`config.mk`:
```
export PLATFORM = sky130hd
export DESIGN_NAME = sti_div_pipe
export DESIGN_NICKNAME = d
export VERILOG_FILES = /design/src/design/segment_triangle_intersect_macros.svh /design/src/design/sti_pkg.sv /design/src/design/sti_div_pipe.sv
export SDC_FILE = /design/constraint.sdc
export NUM_CORES = 2
export LEC_CHECK = 0
export CAP_MARGIN = 10
export CORE_UTILIZATION = 50
export DETAILED_ROUTE_END_ITERATION = 6
export DONT_BUFFER_PORTS = 1
export PLACE_DENSITY = 0.73
export SLEW_MARGIN = 15
export SYNTH_ARGS = -nofsm -noshare
export SYNTH_HDL_FRONTEND = slang
export SYNTH_SLANG_ARGS = --single-unit
```
`constraint.sdc`:
```
create_clock -name aclk -period 12.1 [get_ports aclk]
set_clock_uncertainty 0.1 [all_clocks]
set_input_delay 1.815 -clock aclk [delete_from_list [all_inputs] [get_ports aclk]]
set_output_delay 1.815 -clock aclk [all_outputs]
set_load 0.05 [all_outputs]
```
`src/design/segment_triangle_intersect_macros.svh`:
```
// ----------------------------------------------------------------------------
// Segment/triangle intersection: assertion macros
// Shared concurrent assertion forms, clocked on aclk; the same-cycle form is quiet during reset.
// ----------------------------------------------------------------------------
`ifndef SEGMENT_TRIANGLE_INTERSECT_MACROS_SVH
`define SEGMENT_TRIANGLE_INTERSECT_MACROS_SVH

// Same-cycle implication, disabled while reset is asserted.
`define STI_ASSERT_IMP(lbl, ante, cons) \
    lbl: assert property (@(posedge aclk) disable iff (!aresetn) (ante) |-> (cons)) \
        else $error("segment_triangle_intersect: assertion failed");

// Next-cycle implication, checked during reset as well.
`define STI_ASSERT_NEXT(lbl, ante, cons) \
    lbl: assert property (@(posedge aclk) (ante) |=> (cons)) \
        else $error("segment_triangle_intersect: assertion failed");

`endif

```
`src/design/sti_pkg.sv`:
```
// ----------------------------------------------------------------------------
// Segment/triangle intersection package
// Default sizes, register indexes and the divider control bundle.
// ----------------------------------------------------------------------------
package sti_pkg;

    localparam int COORD_WIDTH_DEF    = 16;
    localparam int TIME_FRAC_BITS_DEF = 16;
    localparam int CFG_ADDR_W         = 3;

    typedef enum logic [CFG_ADDR_W-1:0] {
        REG_START_X = 3'd0,
        REG_START_Y = 3'd1,
        REG_START_Z = 3'd2,
        REG_END_X   = 3'd3,
        REG_END_Y   = 3'd4,
        REG_END_Z   = 3'd5
    } seg_reg_t;

    typedef struct packed {
        logic valid;
        logic hit;
        logic eq;
    } div_ctl_t;

endpackage

```
`src/design/sti_div_pipe.sv`:
```
// ----------------------------------------------------------------------------
// Segment/triangle intersection: pipelined restoring divider
// One quotient bit per stage; the last stage applies the miss and 1.0 cases.
// ----------------------------------------------------------------------------
module sti_div_pipe #(
    parameter int DW  = 54,
    parameter int TFB = 16
) (
    input  logic                  aclk,
    input  logic                  aresetn,
    input  logic                  en,
    input  sti_pkg::div_ctl_t     ctl_in,
    input  logic [DW-1:0]         num_in,
    input  logic [DW-1:0]         den_in,
    output sti_pkg::div_ctl_t     ctl_out,
    output logic [TFB:0]          time_out
);
    import sti_pkg::*;

    div_ctl_t         ctl_reg [TFB];
    logic [DW:0]      rem_reg [TFB];
    logic [DW-1:0]    den_reg [TFB];
    logic [TFB:0]     q_reg   [TFB];

    for (genvar j = 0; j < TFB; j++) begin : g_step
        div_ctl_t      ctl_src;
        logic [DW:0]   rem_src;
        logic [DW-1:0] den_src;
        logic [TFB:0]  q_src;
        logic [DW:0]   shifted;
        logic          ge;
        logic [DW:0]   rem_next;
        logic [TFB:0]  q_next;

        if (j == 0) begin : g_first
            assign ctl_src = ctl_in;
            assign rem_src = {1'b0, num_in};
            assign den_src = den_in;
            assign q_src   = '0;
        end else begin : g_rest
            assign ctl_src = ctl_reg[j-1];
            assign rem_src = rem_reg[j-1];
            assign den_src = den_reg[j-1];
            assign q_src   = q_reg[j-1];
        end

        assign shifted  = {rem_src[DW-1:0], 1'b0};
        assign ge       = shifted >= {1'b0, den_src};
        assign rem_next = ge ? (shifted - {1'b0, den_src}) : shifted;

        if (j == TFB - 1) begin : g_last
            // Misses report zero; num equal to d reports exactly 1.0.
            always_comb begin
                q_next = {q_src[TFB-1:0], ge};
                if (!ctl_src.hit) begin
                    q_next = '0;
                end else if (ctl_src.eq) begin
                    q_next = {1'b1, {TFB{1'b0}}};
                end
            end
        end else begin : g_mid
            assign q_next = {q_src[TFB-1:0], ge};
        end

        always_ff @(posedge aclk) begin
            if (!aresetn) begin
                ctl_reg[j].valid <= 1'b0;
            end else if (en) begin
                ctl_reg[j] <= ctl_src;
            end
        end

        always_ff @(posedge aclk) begin
            if (en) begin
                rem_reg[j] <= rem_next;
                den_reg[j] <= den_src;
                q_reg[j]   <= q_next;
            end
        end
    end

    assign ctl_out  = ctl_reg[TFB-1];
    assign time_out = q_reg[TFB-1];

endmodule

```
# Yosys cells after proc, flatten, opt, wreduce, memory -nomap -nowiden
# Memory sizes are Yosys's and may differ from the RTL's.
# Cells that the tools add are included.
# word_totals
out_inout_bits,20
inputBits,114
latchBits,0
register_bits,0
ramBits,2064
mem_count,4
romBits,0
wordCells,91
# op_classes
reduce_logical,0
n_div,0
shifts,0
n_lt_le_gt_ge,16
mul,0
bitwise,16
addsub,16
n_eq_ne,0
n_mux,39
# mem_list
name,words,width,rd,rd_clocked_by_memory_dff,write_ports,line,source
rem_reg,16,55,15,0,16,sti_div_pipe.sv:21,logic [DW:0] rem_reg [TFB];
den_reg,16,54,15,0,16,sti_div_pipe.sv:22,logic [DW-1:0] den_reg [TFB];
q_reg,16,17,16,0,16,sti_div_pipe.sv:23,logic [TFB:0] q_reg [TFB];
ctl_reg,16,3,16,0,16,sti_div_pipe.sv:20,div_ctl_t ctl_reg [TFB];
# ops
op,n
greater-or-equal comparator 55 x 54 -> 1 bit,16
two-way mux 55 bit,16
subtractor 55 x 54 -> 55 bit,16
two-way mux 17 bit,2
two-way mux 1 bit,21
bitwise OR 1 bit,16

# Depth between registers and ports, before layout
# depth
ltp_word,4
ltp_mapped,18

# Least setup slack after synthesis
# OpenSTA, ideal clock, no wires.
# synth_path
path_kind,input-to-reg
from,input den_in[0]
to,"memory rem_reg[0][50] in the netlist's numbering, data pin"
path_stages,14
path_buffers,0
setup_ns,0.260
setup_slack_ns,6.810
t_arrival_ns,4.930
cell_sequence,inv_1 -> fa_1 -> a211oi_2 -> o21ai_1 -> a31o_1 -> a41o_1 -> a211o_1 -> a211oi_4 -> o21ai_2 -> a21bo_4 -> a221oi_4 -> o21bai_1 -> xor2_1 -> mux2_2
# synth_lines
item,line,source
start: declaration,sti_div_pipe.sv:14,"input logic [DW-1:0] den_in,"
end: declaration,sti_div_pipe.sv:21,

==> impl_metrics.ini <==
[critical_path]
cp_top_family = buffers and inverters
cp-end-kind = flop
r2r-end = rem_reg[14][41]
cp_common_cell = buf_16
crit_arrival_ns = 7.16
rrSetupSlack_ns = 6.12
reg2regPathDepth = 13
path_class = in2reg
critPathLaunchType = primary input
crit_chain = buf_16 -> buf_16 -> buf_16 -> buf_16 -> buf_16 -> buf_16 -> buf_16 -> buf_16
cp_slowest_cell = buf_16
critPathMaxStageDelay_ns = 0.76
timing.rr.start = rem_reg[13][0]
required_ns = 12.47
path_buf_inv = 8
path_depth = 8
crit_fanout = 240

[logic_synthesis]
ys_seq_area_share_pct = 49.1
synth.avg_cell_area_um2 = 10.4
syn-num-nets = 11700
synth.distinct_cells = 105
synthFlopType = edfxtp_1
async_flop_share_pct = 0
synth.cell_area_um2 = 110000
synthTopCellsByArea = edfxtp_1 49%, ha_1 9.8%, a21oi_1 5.7%, a21o_1 3.9%, inv_1 3.6%
yosysTopAreaCell = edfxtp_1
synth_edf_count = 1804
synth_warnings = 0
syn-instance-count = 10700
synth_top_cell_area_share_pct = 49.0
ys_seq_elements = 1805

[power]
powerDensity_nw_per_um2 = 269
p_sw_share_pct = 39.8
p_seq_share_pct = 32.4
leakage_nw = 49.7
cell_internal_pwr_mw = 19.4
p_switching_mw = 12.8
clkPwrFrac_pct = 18.6
vdd_drop_max_mv = 0.150
p_comb_share_pct = 49.1
p_total_mw = 32.2

[global_route]
grt_pass1_vias = 78600
grtUsageTotal_pct = 23.0
antenna_found_initial = 3
grt_first_pass_wirelength_mm = 412
gr-total-overflow = 0
grt_max_degree = 241

[cells_and_area]
final_cells = 13600
area_growth_pct = 8.30
utilization_pct = 54.5
nets = 11500
drive_gt1_share_pct = 5.54
fill_cells = 18700

[run]
cap_violations = 0

[floorplanning]
rows = 172
dieArea_um2 = 223000
die_w_um = 472
die_h_um = 472
initial_core_util_pct = 50.3
ioPinCount = 134
coreArea_um2 = 220000

[sta]
relSlewSlack_pct = 16.5
fin_crit_ns = 6.79
fin_tns_setup_ns = 0
setup_viol = 0
fin_crit_sh_pct = 56.1
worst_slew_pin_slew_ns = 1.24
rsz0062_at_grt = no
drv_slew = 0
fmax_mhz = 147
hold_viol_final = 0
timing.final.ws_setup_ns = 5.31

[hold_path]
holdPathEnd = ctl_reg[1][16]
min_path_type = reg2reg
hold_depth = 0
hp-start = ctl_reg[1][13]

[drt]
dr.first_iter.drc_count = 4739
vias_per_cell = 5.70
drc_errors = 7
ant_nets = 0
wl_mm = 260
firstDrtPassIters = 7
via_count = 77500
post_drt_wl_per_cell_um = 19.2

[cts]
clk_latency_ns = 0.87
numCtsBuffers = 200
clk_pin_slew_ns = 0.06
cts_setup_buffers = 0
clock-root-buffer = clkbuf_16
cts_resized = 0
cts.path.max_buffers = 3
htreeDepth = 4
cts_hold_buf = 0
cts_tree = done
clock_sink_count = 1805

[placed_design]
pre_cts_slack_ns = 4.34
dp_hpwl_mm = 202
place.gp.congestion = 0.949
dp.cells = 13200
portBuffers = 0

[status]
status = finished, violations left
violations = DRC
## placed cells by master, fill, tap and decap left out, types with 51 or more instances in the layout
cell / n
nand4_1: 194
a211oi_1: 51
xnor2_1: 438
o21a_1: 80
inv_1: 1054
ha_1: 863
o21bai_1: 131
edfxtp_1: 1804
nor3_1: 90
xor2_1: 295
nor2b_1: 106
and3_1: 96
nor2_1: 855
a21o_1: 569
clkbuf_16: 201
nand2b_1: 106
nand3_1: 175
a21oi_1: 1251
and2_1: 64
mux2_2: 163
o21ai_0: 580
nand2_1: 627
a31oi_1: 110
## synthesized netlist by cell type, types with 175 or more instances
cell      number
nand3_1      175
inv_1       1054
ha_1         863
nor2_1       855
o21ai_0      580
xor2_1       295
nand4_1      194
edfxtp_1    1804
xnor2_1      438
nand2_1      627
clkbuf_1     265
a21oi_1     1252
a21o_1       570
## power by group through the flow
stage / sequential [mW] / clock [mW] / combinational (mW)
floorplan: 10.1 / 0 / 12.1
CTS: 10.4 / 6.15 / 15.7
detailed placement: 10.5 / 0 / 15.6
finish: 10.4 / 5.97 / 15.8
global placement: 10.5 / 0 / 15.3
global route: 10.6 / 6.36 / 17.5
## worst max-delay path by stage
stage,startpoint,end
finish,en,rem_reg[1][52]
global route,en,rem_reg[1][52]
CTS,en,rem_reg[1][52]
detailed placement,en,den_reg[0][51]
global placement,en,den_reg[0][51]
floorplan,den_in[0],rem_reg[0][50]
## logic make-up (layout without fill, tap and decap cells)
group | Yosys count | in the layout | share of synthesized area, %
muxes | 174 | 174 | 1.76
and+or+nand+nor | 2475 | 2475 | 10.5
DFF | 1805 | 1805 | 49.1
xor gates and xnor gates | 733 | 733 | 5.81
adders and majority gates | 878 | 878 | 10.0
buffers and inverters | 1425 | 1461 | 5.01
AOI/OAI and AO/OA | 3181 | 3181 | 17.8
other | 0 | 2 | 0
## layout make-up
| class | instances | area [um^2] | area share [%] |
|---|---|---|---|
| inverter | 1055 | 3960 | 3.31 |
| antenna | 2 | 5.00 | 0.00418 |
| clock inverter | 123 | 1270 | 1.06 |
| tap | 2871 | 3590 | 3.00 |
| multi-input combinational | 7441 | 50900 | 42.5 |
| clock buffer | 245 | 5240 | 4.38 |
| sequential | 1805 | 54200 | 45.3 |
| timing repair buffer | 38 | 505 | 0.423 |
## stage by stage
step           cell area, um^2  hold WS [ns]
2_1_floorplan           110000         0.300
3_3_place_gp            113000         0.300
6_report                120000         0.312
5_1_grt                 120000         0.305
4_1_cts                 120000         0.308
3_5_place_dp            113000         0.305
## metal layers
metal	share of wire, %	global-route usage [%]	vias to the layer above
met5	0	0	-
met4	6.9	14.9	0
met3	3.5	2.90	661
met2	51	43.0	1961
met1	38	24.1	36200
li1	-	-	38600
No activity file was read; power rests on OpenSTA's default activity.
